### config.mk
export PLATFORM = sky130hd
export DESIGN_NAME = windowed_peak_envelope_top_flat
export DESIGN_NICKNAME = d
export VERILOG_FILES = /design/src/sv/wpe_pkg.sv /design/src/sv/wpe_if.sv /design/src/sv/windowed_peak_envelope_top.sv /design/src/sv/wpe_lane.sv /design/src/sv/wpe_div.sv /design/src/sv/wpe_merge.sv /design/src/flat_wrapper.sv
export VERILOG_INCLUDE_DIRS = /design/src /design/src/sv
export SDC_FILE = /design/constraint.sdc
export NUM_CORES = 1
export LEC_CHECK = 0
export BUFFER_PORTS_ARGS = -buffer_cell sky130_fd_sc_hd__buf_2
export CAP_MARGIN = 20
export CORE_MARGIN = 2
export CORE_UTILIZATION = 63
export CTS_BUF_LIST = sky130_fd_sc_hd__clkbuf_4 sky130_fd_sc_hd__clkbuf_8
export DETAILED_ROUTE_END_ITERATION = 6
export GPL_ROUTABILITY_DRIVEN = 1
export PLACE_DENSITY_LB_ADDON = 0.08
export SLEW_MARGIN = 20
export SYNTH_ARGS = -nofsm -noshare
export SYNTH_HDL_FRONTEND = slang
export SYNTH_SLANG_ARGS = --single-unit
### constraint.sdc
create_clock -name clk -period 7 [get_ports clk]
set_input_delay 2.1 -clock clk [delete_from_list [all_inputs] [get_ports clk]]
set_output_delay 2.1 -clock clk [all_outputs]
set_load 0.01 [all_outputs]
### src/sv/windowed_peak_envelope_top_defines.svh
// assertion macros for the asserting files
`ifndef WINDOWED_PEAK_ENVELOPE_TOP_DEFINES_SVH
`define WINDOWED_PEAK_ENVELOPE_TOP_DEFINES_SVH

// same-cycle implication, sampled on clk, off during reset
`define WPE_ASSERT_NOW(name, ante, cons, msg) \
    name: assert property (@(posedge clk) disable iff (!rst_n) (ante) |-> (cons)) \
        else $error(msg);

// next-cycle implication, sampled on clk, off during reset
`define WPE_ASSERT_NEXT(name, ante, cons, msg) \
    name: assert property (@(posedge clk) disable iff (!rst_n) (ante) |=> (cons)) \
        else $error(msg);

`endif

### src/sv/wpe_pkg.sv
`default_nettype none

package wpe_pkg;

    localparam int SAMPLE_W   = 16;
    localparam int COUNT_W    = 24;
    localparam int WIN_W      = 16;
    localparam int ADDR_W     = 3;
    localparam int DATA_W     = 32;
    localparam int DIV_CNT_W  = $clog2(COUNT_W + 1);
    localparam int FULL_SCALE = 1 << (SAMPLE_W - 1);
    localparam int PEAK_FLOOR = (FULL_SCALE * 4 + 99) / 100;

    typedef logic signed [SAMPLE_W-1:0] sample_t;
    typedef logic [SAMPLE_W-1:0]        mag_t;
    typedef logic [COUNT_W-1:0]         count_t;
    typedef logic [WIN_W-1:0]           win_t;
    typedef logic [DIV_CNT_W-1:0]       div_cnt_t;

    typedef enum logic
    {
        REG_WINDOW_COUNT = 1'b0,
        REG_SAMPLE_COUNT = 1'b1
    } cfg_reg_t;

    // window stepping for the current track
    typedef struct packed
    {
        count_t step_whole;
        win_t   step_fraction;
        win_t   windows;
    } track_t;

endpackage

`default_nettype wire

### src/sv/wpe_if.sv
`default_nettype none

interface wpe_sample_if import wpe_pkg::*; ();
    logic    valid;
    logic    ready;
    sample_t left_sample;
    sample_t right_sample;

    modport source (output valid, output left_sample, output right_sample, input ready);
    modport sink (input valid, input left_sample, input right_sample, output ready);
endinterface

interface wpe_peak_if import wpe_pkg::*; ();
    logic valid;
    logic ready;
    win_t window_index;
    mag_t peak;
    logic last_window;

    modport source (output valid, output window_index, output peak, output last_window,
                    input ready);
    modport sink (input valid, input window_index, input peak, input last_window,
                  output ready);
endinterface

`default_nettype wire

### src/sv/windowed_peak_envelope_top.sv
// channel    | dir | beat payload
// -----------+-----+---------------------------------------------
// samples    | in  | left_sample, right_sample (signed Q1.15)
// peaks      | out | window_index, peak (unsigned Q1.15), last_window
// apb        | in  | window_count @ 0x0, sample_count @ 0x4
//
// one sample pair per cycle while samples.ready is high; left and right magnitudes come from two lanes
// and a single merge stage updates the peak and the window boundary.
// a register write holds samples.ready low in the access cycle and while the divider
// works out samples per window, one quotient bit a cycle, up to its done strobe.
// rst_n is asynchronous; after reset both registers read 1 and no wait applies.
// a stall on peaks only blocks the beat that closes a window.
`default_nettype none

`include "windowed_peak_envelope_top_defines.svh"

module windowed_peak_envelope_top import wpe_pkg::*;
(
    input  logic              clk,
    input  logic              rst_n,
    input  logic              psel,
    input  logic              penable,
    input  logic              pwrite,
    input  logic [ADDR_W-1:0] paddr,
    input  logic [DATA_W-1:0] pwdata,
    output logic [DATA_W-1:0] prdata,
    output logic              pready,
    wpe_sample_if.sink        samples,
    wpe_peak_if.source        peaks
);

    win_t     window_count_reg, window_count_next;
    count_t   sample_count_reg, sample_count_next;
    win_t     windows_reg, windows_next;
    cfg_reg_t cfg_sel;
    logic     cfg_write;
    count_t   s_eff;
    win_t     w_eff;
    logic     div_busy;
    logic     div_done;
    count_t   quotient;
    win_t     remainder;
    mag_t     mag_left;
    mag_t     mag_right;
    logic     closing;
    logic     beat;
    track_t   track;

    assign pready    = 1'b1;
    assign cfg_write = psel && penable && pwrite;
    assign cfg_sel   = cfg_reg_t'(paddr[2]);

    always_comb
    begin
        window_count_next = window_count_reg;
        sample_count_next = sample_count_reg;
        if (cfg_write)
        begin
            unique case (cfg_sel)
                REG_WINDOW_COUNT: window_count_next = pwdata[WIN_W-1:0];
                REG_SAMPLE_COUNT: sample_count_next = pwdata[COUNT_W-1:0];
                default: ;
            endcase
        end
    end

    always_comb
    begin
        unique case (cfg_sel)
            REG_WINDOW_COUNT: prdata = DATA_W'(window_count_reg);
            REG_SAMPLE_COUNT: prdata = DATA_W'(sample_count_reg);
            default:          prdata = '0;
        endcase
    end

    // a zero register counts as one; more windows than samples saturates to the sample count
    always_comb
    begin
        s_eff = (sample_count_next == '0) ? count_t'(1) : sample_count_next;
        w_eff = (window_count_next == '0) ? win_t'(1) : window_count_next;
        if (count_t'(w_eff) > s_eff)
            w_eff = s_eff[WIN_W-1:0];
        windows_next = cfg_write ? w_eff : windows_reg;
    end

    always_ff @(posedge clk or negedge rst_n)
    begin
        if (!rst_n)
        begin
            window_count_reg <= win_t'(1);
            sample_count_reg <= count_t'(1);
            windows_reg      <= win_t'(1);
        end
        else
        begin
            window_count_reg <= window_count_next;
            sample_count_reg <= sample_count_next;
            windows_reg      <= windows_next;
        end
    end

    wpe_div u_div
    (
        .clk       (clk),
        .rst_n     (rst_n),
        .start     (cfg_write),
        .dividend  (s_eff),
        .divisor   (w_eff),
        .busy      (div_busy),
        .done      (div_done),
        .quotient  (quotient),
        .remainder (remainder)
    );

    wpe_lane u_lane_left
    (
        .sample (samples.left_sample),
        .mag    (mag_left)
    );

    wpe_lane u_lane_right
    (
        .sample (samples.right_sample),
        .mag    (mag_right)
    );

    assign track.step_whole    = quotient;
    assign track.step_fraction = remainder;
    assign track.windows       = windows_reg;

    assign samples.ready = !div_busy && !cfg_write
                           && (!closing || !peaks.valid || peaks.ready);
    assign beat          = samples.valid && samples.ready;

    wpe_merge u_merge
    (
        .clk       (clk),
        .rst_n     (rst_n),
        .beat      (beat),
        .mag_left  (mag_left),
        .mag_right (mag_right),
        .restart   (div_done),
        .track     (track),
        .closing   (closing),
        .peaks     (peaks)
    );

    `WPE_ASSERT_NOW(a_no_beat_while_div, div_busy, !samples.ready, "beat taken during divide")
    `WPE_ASSERT_NOW(a_close_needs_room, beat && closing, !peaks.valid || peaks.ready, "result overwritten")
    `WPE_ASSERT_NOW(a_last_index, peaks.valid && peaks.last_window, peaks.window_index == windows_reg - win_t'(1), "last window index wrong")
    `WPE_ASSERT_NEXT(a_div_restart, div_done, !div_busy, "divider still busy after restart")

endmodule

`default_nettype wire

### src/sv/wpe_lane.sv
`default_nettype none

module wpe_lane import wpe_pkg::*;
(
    input  sample_t sample,
    output mag_t    mag
);

    // two's complement magnitude; full-scale negative maps to 1.0
    assign mag = sample[SAMPLE_W-1] ? (mag_t'(~sample) + mag_t'(1)) : mag_t'(sample);

endmodule

`default_nettype wire

### src/sv/wpe_div.sv
`default_nettype none

module wpe_div import wpe_pkg::*;
(
    input  logic   clk,
    input  logic   rst_n,
    input  logic   start,
    input  count_t dividend,
    input  win_t   divisor,
    output logic   busy,
    output logic   done,
    output count_t quotient,
    output win_t   remainder
);

    div_cnt_t         cnt_reg, cnt_next;
    win_t             rem_reg, rem_next;
    count_t           quo_reg, quo_next;
    win_t             div_reg, div_next;
    logic             done_reg, done_next;
    logic [WIN_W:0]   trial;
    logic             fits;

    // restoring division, one quotient bit a cycle
    assign trial = {rem_reg, quo_reg[COUNT_W-1]};
    assign fits  = trial >= {1'b0, div_reg};

    always_comb
    begin
        cnt_next  = cnt_reg;
        rem_next  = rem_reg;
        quo_next  = quo_reg;
        div_next  = div_reg;
        done_next = 1'b0;
        if (start)
        begin
            cnt_next = div_cnt_t'(COUNT_W);
            rem_next = '0;
            quo_next = dividend;
            div_next = divisor;
        end
        else if (cnt_reg != '0)
        begin
            rem_next  = fits ? win_t'(trial - {1'b0, div_reg}) : win_t'(trial);
            quo_next  = {quo_reg[COUNT_W-2:0], fits};
            cnt_next  = cnt_reg - div_cnt_t'(1);
            done_next = (cnt_reg == div_cnt_t'(1));
        end
    end

    always_ff @(posedge clk or negedge rst_n)
    begin
        if (!rst_n)
        begin
            cnt_reg  <= '0;
            rem_reg  <= '0;
            quo_reg  <= count_t'(1);
            div_reg  <= win_t'(1);
            done_reg <= 1'b0;
        end
        else
        begin
            cnt_reg  <= cnt_next;
            rem_reg  <= rem_next;
            quo_reg  <= quo_next;
            div_reg  <= div_next;
            done_reg <= done_next;
        end
    end

    assign busy      = (cnt_reg != '0) || done_reg;
    assign done      = done_reg;
    assign quotient  = quo_reg;
    assign remainder = rem_reg;

endmodule

`default_nettype wire

### src/sv/wpe_merge.sv
`default_nettype none

module wpe_merge import wpe_pkg::*;
(
    input  logic   clk,
    input  logic   rst_n,
    input  logic   beat,
    input  mag_t   mag_left,
    input  mag_t   mag_right,
    input  logic   restart,
    input  track_t track,
    output logic   closing,
    wpe_peak_if.source peaks
);

    count_t pos_reg, pos_next;
    win_t   win_reg, win_next;
    count_t end_reg, end_next;
    win_t   rem_reg, rem_next;
    mag_t   run_reg, run_next;
    logic   out_valid_reg, out_valid_next;
    win_t   out_index_reg, out_index_next;
    mag_t   out_peak_reg, out_peak_next;
    logic   out_last_reg, out_last_next;

    mag_t           mag_max;
    mag_t           peak_now;
    mag_t           peak_clamped;
    count_t         pos_inc;
    logic [WIN_W:0] rem_sum;
    logic           wrap;
    logic           last;

    assign mag_max  = (mag_left > mag_right) ? mag_left : mag_right;
    assign peak_now = (mag_max > run_reg) ? mag_max : run_reg;
    assign pos_inc  = pos_reg + count_t'(1);
    assign closing  = (pos_inc == end_reg);
    assign last     = ({1'b0, win_reg} + (WIN_W+1)'(1)) >= {1'b0, track.windows};

    // exact boundary step: whole part plus carried remainder
    assign rem_sum = {1'b0, rem_reg} + {1'b0, track.step_fraction};
    assign wrap    = rem_sum >= {1'b0, track.windows};

    always_comb
    begin
        if (peak_now < mag_t'(PEAK_FLOOR))
            peak_clamped = mag_t'(PEAK_FLOOR);
        else if (peak_now > mag_t'(FULL_SCALE))
            peak_clamped = mag_t'(FULL_SCALE);
        else
            peak_clamped = peak_now;
    end

    always_comb
    begin
        pos_next       = pos_reg;
        win_next       = win_reg;
        end_next       = end_reg;
        rem_next       = rem_reg;
        run_next       = run_reg;
        out_valid_next = out_valid_reg && !peaks.ready;
        out_index_next = out_index_reg;
        out_peak_next  = out_peak_reg;
        out_last_next  = out_last_reg;
        priority if (restart)
        begin
            pos_next = '0;
            win_next = '0;
            end_next = track.step_whole;
            rem_next = track.step_fraction;
            run_next = '0;
        end
        else if (beat && !closing)
        begin
            pos_next = pos_inc;
            run_next = peak_now;
        end
        else if (beat)
        begin
            out_valid_next = 1'b1;
            out_index_next = win_reg;
            out_peak_next  = peak_clamped;
            out_last_next  = last;
            run_next       = '0;
            if (last)
            begin
                // track done: scan starts over at position zero
                pos_next = '0;
                win_next = '0;
                end_next = track.step_whole;
                rem_next = track.step_fraction;
            end
            else
            begin
                pos_next = pos_inc;
                win_next = win_reg + win_t'(1);
                end_next = end_reg + track.step_whole + count_t'(wrap);
                rem_next = wrap ? win_t'(rem_sum - {1'b0, track.windows}) : win_t'(rem_sum);
            end
        end
        else
        begin
            // idle cycle: scan state holds
        end
    end

    always_ff @(posedge clk or negedge rst_n)
    begin
        if (!rst_n)
        begin
            pos_reg       <= '0;
            win_reg       <= '0;
            end_reg       <= count_t'(1);
            rem_reg       <= '0;
            run_reg       <= '0;
            out_valid_reg <= 1'b0;
        end
        else
        begin
            pos_reg       <= pos_next;
            win_reg       <= win_next;
            end_reg       <= end_next;
            rem_reg       <= rem_next;
            run_reg       <= run_next;
            out_valid_reg <= out_valid_next;
        end
    end

    always_ff @(posedge clk)
    begin
        out_index_reg <= out_index_next;
        out_peak_reg  <= out_peak_next;
        out_last_reg  <= out_last_next;
    end

    assign peaks.valid        = out_valid_reg;
    assign peaks.window_index = out_index_reg;
    assign peaks.peak         = out_peak_reg;
    assign peaks.last_window  = out_last_reg;

endmodule

`default_nettype wire

### src/flat_wrapper.sv
// flat-port wrapper written by rule: the top's interface ports become plain ports
module windowed_peak_envelope_top_flat import wpe_pkg::*;
  (clk, rst_n, psel, penable, pwrite, paddr, pwdata, prdata, pready, samples_valid, samples_left_sample, samples_right_sample, samples_ready, peaks_valid, peaks_window_index, peaks_peak, peaks_last_window, peaks_ready);
  wpe_sample_if samples_i ();
  wpe_peak_if peaks_i ();
  input  logic clk;
  input  logic rst_n;
  input  logic psel;
  input  logic penable;
  input  logic pwrite;
  input  logic [ADDR_W-1:0] paddr;
  input  logic [DATA_W-1:0] pwdata;
  output logic [DATA_W-1:0] prdata;
  output logic pready;
  input wire logic [$bits(samples_i.valid)-1:0] samples_valid;
  input wire logic [$bits(samples_i.left_sample)-1:0] samples_left_sample;
  input wire logic [$bits(samples_i.right_sample)-1:0] samples_right_sample;
  output wire logic [$bits(samples_i.ready)-1:0] samples_ready;
  output wire logic [$bits(peaks_i.valid)-1:0] peaks_valid;
  output wire logic [$bits(peaks_i.window_index)-1:0] peaks_window_index;
  output wire logic [$bits(peaks_i.peak)-1:0] peaks_peak;
  output wire logic [$bits(peaks_i.last_window)-1:0] peaks_last_window;
  input wire logic [$bits(peaks_i.ready)-1:0] peaks_ready;
  assign samples_i.valid = samples_valid;
  assign samples_i.left_sample = samples_left_sample;
  assign samples_i.right_sample = samples_right_sample;
  assign samples_ready = samples_i.ready;
  assign peaks_valid = peaks_i.valid;
  assign peaks_window_index = peaks_i.window_index;
  assign peaks_peak = peaks_i.peak;
  assign peaks_last_window = peaks_i.last_window;
  assign peaks_i.ready = peaks_ready;
  windowed_peak_envelope_top u_core (.clk(clk), .rst_n(rst_n), .psel(psel), .penable(penable), .pwrite(pwrite), .paddr(paddr), .pwdata(pwdata), .prdata(prdata), .pready(pready), .samples(samples_i), .peaks(peaks_i));
endmodule
==> Flow_metrics.wiki, run 1 <==
{| class="wikitable"
! Metric !! Value
|-
| Starting Density || 63.9%
|-
| Net switching power || 0.00442 W
|-
| Outcome || complete, but fails checks
|-
| Share of final-layout standard cells stronger than drive strength 1 || ~25%
|-
| Net switching fraction of the power || between 40% and 50%
|-
| Internal Power || 0.00538 W
|-
| Share of synthesized area occupied by flip-flops and latches || between 30% and 40%
|-
| Clock latency reported for the late side of the worst-skew pair || 0.58 ns
|-
| Area share of the leading cell type in the synthesized netlist || 27.3%
|-
| Syn Area/Cell || 8.89 um2
|-
| Cell total after placement || approximately 2500
|-
| Worst Setup End Kind || register
|-
| Maximum VDD drop || 0.550 mV
|-
| Startpoint of the worst-slack reg-to-reg timing path || u_core.u_div.remainder[4]
|-
| Type of element launching the critical path || primary input
|-
| DR DRC count || 0
|-
| Category of the most critical setup path || in2reg
|-
| Relative contribution of sequential cells to total power || ~23%
|-
| Fin cells || ~2600
|-
| Length of the first detailed-routing pass in iterations || 5
|-
| Actual transition at the worst max-transition pin || 1.06 ns
|-
| Number of cells on the worst hold path || 0
|-
| Data required time of the critical path || ~7.3 ns
|-
| Total via count in the routed design || 16300
|-
| Last weighted congestion value of the routability-driven placer || around 0.94
|-
| Worst hold-check path type || reg2reg
|-
| Routed wire length || 49300 um
|-
| Number of primary I/O pins || ~140
|-
| Violated checks || negative setup slack
|-
| Seq cells post-synth || 232
|-
| Final core occ || 76.5%
|-
| Syn Inst Count || 1999
|-
| Number of antenna-violating nets in the routed design || 0
|-
| Crit path DAT || 7.73 ns
|-
| Number of H-tree levels || 2
|-
| R2R depth || 28
|-
| Die Width || 172 um
|-
| Floorplan Core Area || 0.0278 mm2
|-
| DR iter-0 viols || 1130
|-
| Layout Skew || roughly 0.045 ns
|-
| Post-synthesis cell type count || 87
|-
| Clock buffer count from CTS || between 40 and 50
|-
| Final Setup Violations || 16
|-
| Routed length per instance || 18.6 um
|-
| Leakage power || 9.54 nW
|-
| Ant diodes || 0
|-
| Cell types with the largest area share after synthesis || sky130_fd_sc_hd__dfrtp_1, sky130_fd_sc_hd__ha_1, sky130_fd_sc_hd__edfxtp_1
|-
| Number of enable-type register cells in the synthesized netlist || 33
|-
| Gr ovfl total || 0
|-
| Area taken by flip-flops and latches || roughly 0.006 mm2
|-
| Slew Limit Headroom || between 20% and 30%
|-
| Post-layout minimum cycle time || roughly 7.4 ns
|-
| Highest achievable clock rate || about 130 MHz
|-
| Most instantiated flip-flop cell in the synthesis netlist || sky130_fd_sc_hd__dfrtp_1
|-
| Number of global-route vias before repair || 15500
|-
| Pin count of the biggest net entering global routing || about 100
|-
| Root cell of the clock tree || sky130_fd_sc_hd__clkbuf_8
|-
| Setup tns final || -4.76 ns
|-
| Peak fanout along the critical path || 6
|-
| CTS Sinks || 232
|-
| Relative contribution of combinational cells to total power || 62.4%
|-
| Std cell rows || 61
|-
| Die boundary height || 172 um
|-
| Detail-routed via count per cell || roughly 6
|-
| Post-CTS clock slew at the launch and capture registers of the worst setup and hold paths || 0.06 ns
|-
| Maximum count of clock buffers along a single path || 3
|-
| Power share of the clock group || 15.1%
|-
| Total of warnings raised by yosys || 0
|-
| Largest area contributor in the synthesized netlist || sky130_fd_sc_hd__dfrtp_1
|-
| Initial antenna violation count || 0
|-
| Asr flop ratio synth || 85.8%
|-
| Reg2Reg Setup Slack || 0.33 ns
|-
| Overall power after layout || 0.00981 W
|-
| Detailed-placement wirelength estimate || 34700 um
|-
| Layout-stage area growth over the synthesis result || 19.7%
|-
| Max capacitance violation total || 0
|-
| Unrepaired setup endpoints after global routing || yes
|-
| Clock tree from TritonCTS || done
|-
| Number of buffers inserted by hold repair at cts || 0
|-
| Total standard cell area after synthesis || 0.0178 mm2
|-
| GRT Overall Usage || 32.5%
|-
| Setup slack after layout || -0.437 ns
|-
| Power density of the placed cells || 461 mW/mm2
|-
| Total die area || 0.0296 mm2
|-
| Start point of the worst min-delay path || u_core.u_merge.win_reg[6]
|-
| Slowest stage cell, crit path || sky130_fd_sc_hd__or4_4
|-
| Global-route wire length before repair || 77300 um
|-
| Delay of the slowest cell on the worst path || 0.55 ns
|-
| Fin nets || 2455
|-
| Capture point of the worst reg-to-reg path || u_core.u_merge.end_reg[22]
|-
| Endpoint of the worst hold path || u_core.u_merge.peaks.window_index[6]
|-
| Number of endpoints with negative hold slack in the final report || 0
|-
| Footprint of the multi-input gates || 0.0115 mm2
|-
| Share of the clock period used by the worst path after layout || 106%
|-
| Worst hold margin || 0.477 ns
|-
| Final-layout fill cell count || 2008
|-
| Number of max-slew violations in the final report || 0
|-
| Count of input and output buffers || 122
|}
[per-stage QoR]
| step | cell area [um2] | setup slack (ns) |
|---|---|---|
| after floorplan | 17900 | -0.578 |
| after global placement | 19500 | -0.761 |
| after detailed placement | 19500 | -0.840 |
| after CTS | 20900 | -0.141 |
| after global routing | 21300 | -0.568 |
| final | 21300 | -0.437 |
[worst max-delay path, delay by kind of cell]
kind                       cells  cell delay [ns]
AOI/OAI and AO/OA              8             1.96
adders and majority gates      2             0.69
and+or+nand+nor                7             1.36
muxes                          2             0.33
buffers and inverters          7             1.01
xor gates and xnor gates       1             0.28
[cells by family after synthesis]
| logic type | Yosys count | share of synthesized area, % |
|---|---|---|
| flops | 232 | 33.6 |
| xor+xnor | 123 | 6.11 |
| fa+ha+maj | 146 | 10.5 |
| mux | 114 | 7.16 |
| compound gates | 532 | 19.1 |
| simple gates | 645 | 18.5 |
| buf+inv | 205 | 4.93 |
| other cells | 2 | 0.0423 |
[how the worst max path moves through the flow]
stage | startpoint | endpoint | slack, ns | depth (start not counted)
global placement | samples_right_sample[0] | u_core.u_merge.peaks.peak[6] | -0.76 | 27
detailed placement | samples_right_sample[0] | u_core.u_merge.peaks.peak[5] | -0.84 | 26
floorplan | samples_left_sample[5] | u_core.u_merge.peaks.peak[9] | -0.58 | 26
global route | samples_left_sample[4] | u_core.u_merge.peaks.peak[9] | -0.57 | 27
finish | samples_left_sample[4] | u_core.u_merge.peaks.peak[9] | -0.44 | 27
CTS | samples_left_sample[9] | u_core.u_merge.peaks.peak[9] | -0.14 | 27
[per-layer routing]
metal | vias up | part of all wire, % | global-route usage (%)
met5 | - | 0 | 0
met4 | 0 | 4.3 | 13.4
met3 | 145 | 5.7 | 4.53
met2 | 559 | 47 | 54.4
met1 | 7870 | 43 | 42.7
li1 | 7733 | - | -
[cell type report]
cell class	count	share of cell area, %
clock buffers	62	3.84
repair buffers	286	9.15
inverters	104	1.85
flip-flops and latches	232	28.1
multi-input cells	1569	54.0
clock inverters	15	0.783
well taps	378	2.22
[power groups by stage]
stage,Combinational (W),Sequential [W],Clock [W]
6_report,0.00612,0.00221,0.00148
5_1_grt,0.00681,0.00225,0.00156
4_1_cts,0.00595,0.00219,0.00150
3_5_place_dp,0.00576,0.00221,0
2_1_floorplan,0.00450,0.00207,0
3_3_place_gp,0.00559,0.00219,0
[Yosys cell counts (46+ instances only)]
library cell / count
sky130_fd_sc_hd__clkbuf_1: 53
sky130_fd_sc_hd__o21ai_0: 150
sky130_fd_sc_hd__nand3_1: 59
sky130_fd_sc_hd__ha_1: 141
sky130_fd_sc_hd__a211oi_1: 47
sky130_fd_sc_hd__nand2_1: 210
sky130_fd_sc_hd__mux2_2: 72
sky130_fd_sc_hd__dfrtp_1: 194
sky130_fd_sc_hd__nor2b_1: 46
sky130_fd_sc_hd__inv_1: 104
sky130_fd_sc_hd__a21oi_1: 113
sky130_fd_sc_hd__xnor2_1: 63
sky130_fd_sc_hd__xor2_1: 59
sky130_fd_sc_hd__nor2_1: 122
[cells in the final DEF, fill, tap and decap left out, types with 11 or more instances in the layout]
cell	instances
sky130_fd_sc_hd__mux2i_1	26
sky130_fd_sc_hd__o221ai_1	11
sky130_fd_sc_hd__dfrtp_1	194
sky130_fd_sc_hd__buf_2	120
sky130_fd_sc_hd__o31ai_1	23
sky130_fd_sc_hd__a21oi_1	113
sky130_fd_sc_hd__ha_1	129
sky130_fd_sc_hd__mux2_2	70
sky130_fd_sc_hd__and2_1	17
sky130_fd_sc_hd__o21a_1	16
sky130_fd_sc_hd__a31oi_1	42
sky130_fd_sc_hd__o21ai_0	139
sky130_fd_sc_hd__nand4_1	36
sky130_fd_sc_hd__and3_1	18
sky130_fd_sc_hd__clkbuf_8	57
sky130_fd_sc_hd__nor2_1	117
sky130_fd_sc_hd__nor2b_1	45
sky130_fd_sc_hd__nand2b_1	23
sky130_fd_sc_hd__inv_1	100
sky130_fd_sc_hd__a211oi_1	45
sky130_fd_sc_hd__buf_4	152
sky130_fd_sc_hd__nor3_1	26
sky130_fd_sc_hd__xor2_1	58
sky130_fd_sc_hd__a21o_1	37
sky130_fd_sc_hd__nor4_1	13
sky130_fd_sc_hd__edfxtp_1	33
sky130_fd_sc_hd__xnor2_1	63
sky130_fd_sc_hd__nand2_1	206
sky130_fd_sc_hd__ha_4	12
sky130_fd_sc_hd__o211ai_1	12
sky130_fd_sc_hd__nand3_1	58
sky130_fd_sc_hd__o21ai_1	11
[timing repair]
item | CTS | global route
pin swaps | 4 | 32
buffers inserted | 9 | 15
endpoints found under the setup margin | 12 | 25
resized for setup | 56 | 44
gates cloned | 1 | 1
Note: power is estimated with default switching activity, not from simulation.
==> run 2: changes to the inputs <==
Settings changed: CTS_BUF_LIST sky130_fd_sc_hd__clkbuf_4 sky130_fd_sc_hd__clkbuf_8 to sky130_fd_sc_hd__clkbuf_8.
==> Flow_metrics.wiki, run 2 (synthesis gave the netlist of run 1 again) <==
{| class="wikitable"
! Metric !! Value
|-
| Unrepaired setup endpoints after global routing || yes
|-
| Setup slack after layout || -0.436 ns (+0.00181 ns)
|-
| Met2 routing resource usage after global routing || 54.5% (about the same)
|-
| Leakage power || 9.55 nW (about the same)
|-
| GRT Overall Usage || 32.5% (about the same)
|-
| Clock tree from TritonCTS || done
|-
| Clock buffer count from CTS || 42 (unchanged)
|-
| Fin nets || 2455 (unchanged)
|-
| Worst hold-check path type || reg2reg
|-
| Total die area || 0.0296 mm2 (unchanged)
|-
| Maximum VDD drop || 0.549 mV (-0.23%)
|-
| Std cell rows || 61 (unchanged)
|-
| Most common cell after layout, fill and taps aside || sky130_fd_sc_hd__nand2_1
|-
| Layout Skew || 0.0470 ns (+0.00188 ns)
|-
| Layout-stage area growth over the synthesis result || 19.5%
|-
| Die boundary height || 172 um (unchanged)
|-
| Most used cells in the layout excluding fill and tap cells || sky130_fd_sc_hd__nand2_1, sky130_fd_sc_hd__dfrtp_1, sky130_fd_sc_hd__buf_4
|-
| Placed standard-cell area || 0.0195 mm2 (unchanged)
|-
| Peak-usage layer in the global routing report || met2
|-
| Dominant cell type by count on the critical path || sky130_fd_sc_hd__buf_6
|-
| Total via count in the routed design || 16300 (-0.29%)
|-
| Detailed-placement wirelength estimate || 34700 um (unchanged)
|-
| Crit path DAT || 7.73 ns (about the same)
|-
| Worst Setup End Kind || register
|-
| Initial antenna violation count || 0 (unchanged)
|-
| Clock latency reported for the late side of the worst-skew pair || 0.58 ns (about the same)
|-
| Finished Cell Area || 0.0212 mm2 (-0.11%)
|-
| Delay of the slowest cell on the worst path || 0.55 ns (about the same)
|-
| Actual transition at the worst max-transition pin || 1.05 ns (-0.00588 ns)
|-
| Post-CTS clock slew at the launch and capture registers of the worst setup and hold paths || 0.06 ns (about the same)
|-
| Share of final-layout standard cells stronger than drive strength 1 || 24.3% (-0.26 points)
|-
| Detail-routed via count per cell || 6.14 (-0.29%)
|-
| Post-layout minimum cycle time || 7.44 ns (-0.00181 ns)
|-
| Met1 track utilization from global routing || 42.6% (about the same)
|-
| Routed length per instance || 18.6 um (-0.12%)
|-
| Die Width || 172 um (unchanged)
|-
| Max capacitance violation total || 0 (unchanged)
|-
| Category of the most critical setup path || in2reg
|-
| Share of the clock period used by the worst path after layout || 106% (about the same)
|-
| Slew Limit Headroom || 29.5% (+0.39 points)
|-
| Gr ovfl total || 0 (unchanged)
|-
| Length of the first detailed-routing pass in iterations || 6 (+1)
|-
| Fin cells || 2646 (unchanged)
|-
| Data required time of the critical path || 7.29 ns (about the same)
|-
| Final Setup Violations || 16 (unchanged)
|-
| Number of antenna-violating nets in the routed design || 0 (unchanged)
|-
| Number of global-route vias before repair || 15600 (+0.071%)
|-
| Violated checks || negative setup slack
|-
| Area taken by flip-flops and latches || 0.00598 mm2 (unchanged)
|-
| Routed wire length || 49200 um (-0.12%)
|-
| Starting Density || 63.9% (unchanged)
|-
| Number of buffers inserted by hold repair at cts || 0 (unchanged)
|-
| Met3 usage || 4.53% (unchanged)
|-
| Number of primary I/O pins || 142 (unchanged)
|-
| Outcome || complete, but fails checks
|-
| Footprint of the multi-input gates || 0.0115 mm2 (unchanged)
|-
| Number of H-tree levels || 2 (unchanged)
|-
| Pin count of the biggest net entering global routing || 102 (unchanged)
|-
| CTS Sinks || 232 (unchanged)
|-
| Final-layout fill cell count || 2015 (+0.35%)
|-
| Count of input and output buffers || 122 (unchanged)
|-
| Overall power after layout || 0.00977 W (-0.39%)
|-
| Root cell of the clock tree || sky130_fd_sc_hd__clkbuf_8
|-
| Global-route wire length before repair || 77300 um (about the same)
|-
| Cell total after placement || 2544 (unchanged)
|-
| Maximum count of clock buffers along a single path || 3 (unchanged)
|-
| Peak fanout along the critical path || 6 (unchanged)
|-
| Power density of the placed cells || 460 mW/mm2 (-0.29%)
|-
| DR DRC count || 0 (unchanged)
|-
| Worst hold margin || 0.484 ns (+0.00671 ns)
|-
| Number of max-slew violations in the final report || 0 (unchanged)
|-
| Highest achievable clock rate || 134 MHz (about the same)
|-
| Slowest stage cell, crit path || sky130_fd_sc_hd__or4_4
|-
| Number of endpoints with negative hold slack in the final report || 0 (unchanged)
|-
| Last weighted congestion value of the routability-driven placer || 0.936 (unchanged)
|-
| Setup tns final || -4.76 ns (+0.00565 ns)
|-
| DR iter-0 viols || 1174 (+3.9%)
|-
| Floorplan Core Area || 0.0278 mm2 (unchanged)
|-
| Ant diodes || 0 (unchanged)
|-
| Type of element launching the critical path || primary input
|}
-- run 2: changes by cell type in the layout (fill, tap and decap cells not counted), sizes merged --
cell	delta
clkbuf	-6
inv	+6
-- run 2: report_power, final --
part / total, W / internal [W] / switching, W
Combinational: 0.00611 / 0.00273 / 0.00338
Clock: 0.00145 / 0.000835 / 0.000613
Sequential: 0.00221 / 0.00178 / 0.000426
Total: 0.00977 / 0.00535 / 0.00442
-- run 2: repair_timing --
item | 4_1_cts | 5_1_grt
pin swaps | 4 | 32
resized for setup | 56 | 44
cloned | 1 | 1
buffers inserted | 9 | 15
setup endpoints to repair | 12 | 25
-- run 2: area by class of cell --
type | count | area share [%]
clock buffer | 56 | 3.63
sequential | 232 | 28.1
timing repair buffer | 286 | 9.16
clock inverter | 21 | 0.890
tap | 378 | 2.23
multi-input combinational | 1569 | 54.1
inverter | 104 | 1.85
-- run 2: worst paths after layout --
| kind | start | cells after the start | slack [ns] | end |
|---|---|---|---|---|
| worst max-delay path | samples_left_sample[4] | 28 | -0.44 | u_core.u_merge.peaks.peak[9] |
| worst min-delay path | u_core.u_merge.win_reg[6] | 0 | 0.48 | u_core.u_merge.peaks.window_index[6] |
| worst max register to register | u_core.u_div.remainder[4] | 28 | 0.35 | u_core.u_merge.end_reg[22] |
| worst min register to register | u_core.u_merge.win_reg[6] | 0 | 0.48 | u_core.u_merge.peaks.window_index[6] |
| max in group asynchronous | rst_n | 2 | 4.34 | u_core.u_merge.win_reg[12] |
| min in group asynchronous | rst_n | 1 | 1.60 | u_core.u_merge.pos_reg[19] |
-- run 2: worst max-delay path, delay by kind of cell --
kind | cells | cell delay (ns)
AOI/OAI and AO/OA | 9 | 2.01
and+or+nand+nor | 7 | 1.36
buffers and inverters | 8 | 1.14
adders and majority gates | 2 | 0.67
xor gates and xnor gates | 1 | 0.30
muxes | 1 | 0.15
-- run 2: metal layers --
layer | share of wire (%) | up-vias
met2 | 47 | 574
met5 | 0 | -
met3 | 6.0 | 152
met4 | 4.4 | 0
li1 | - | 7740
met1 | 42 | 7793
-- run 2: stage by stage --
stage,utilization [%],setup slack [ns]
after global routing,76.4,-0.568
after floorplan,-,-0.578
after CTS,75.1,-0.141
after global placement,70.3,-0.761
after detailed placement,70.3,-0.840
final,76.4,-0.436
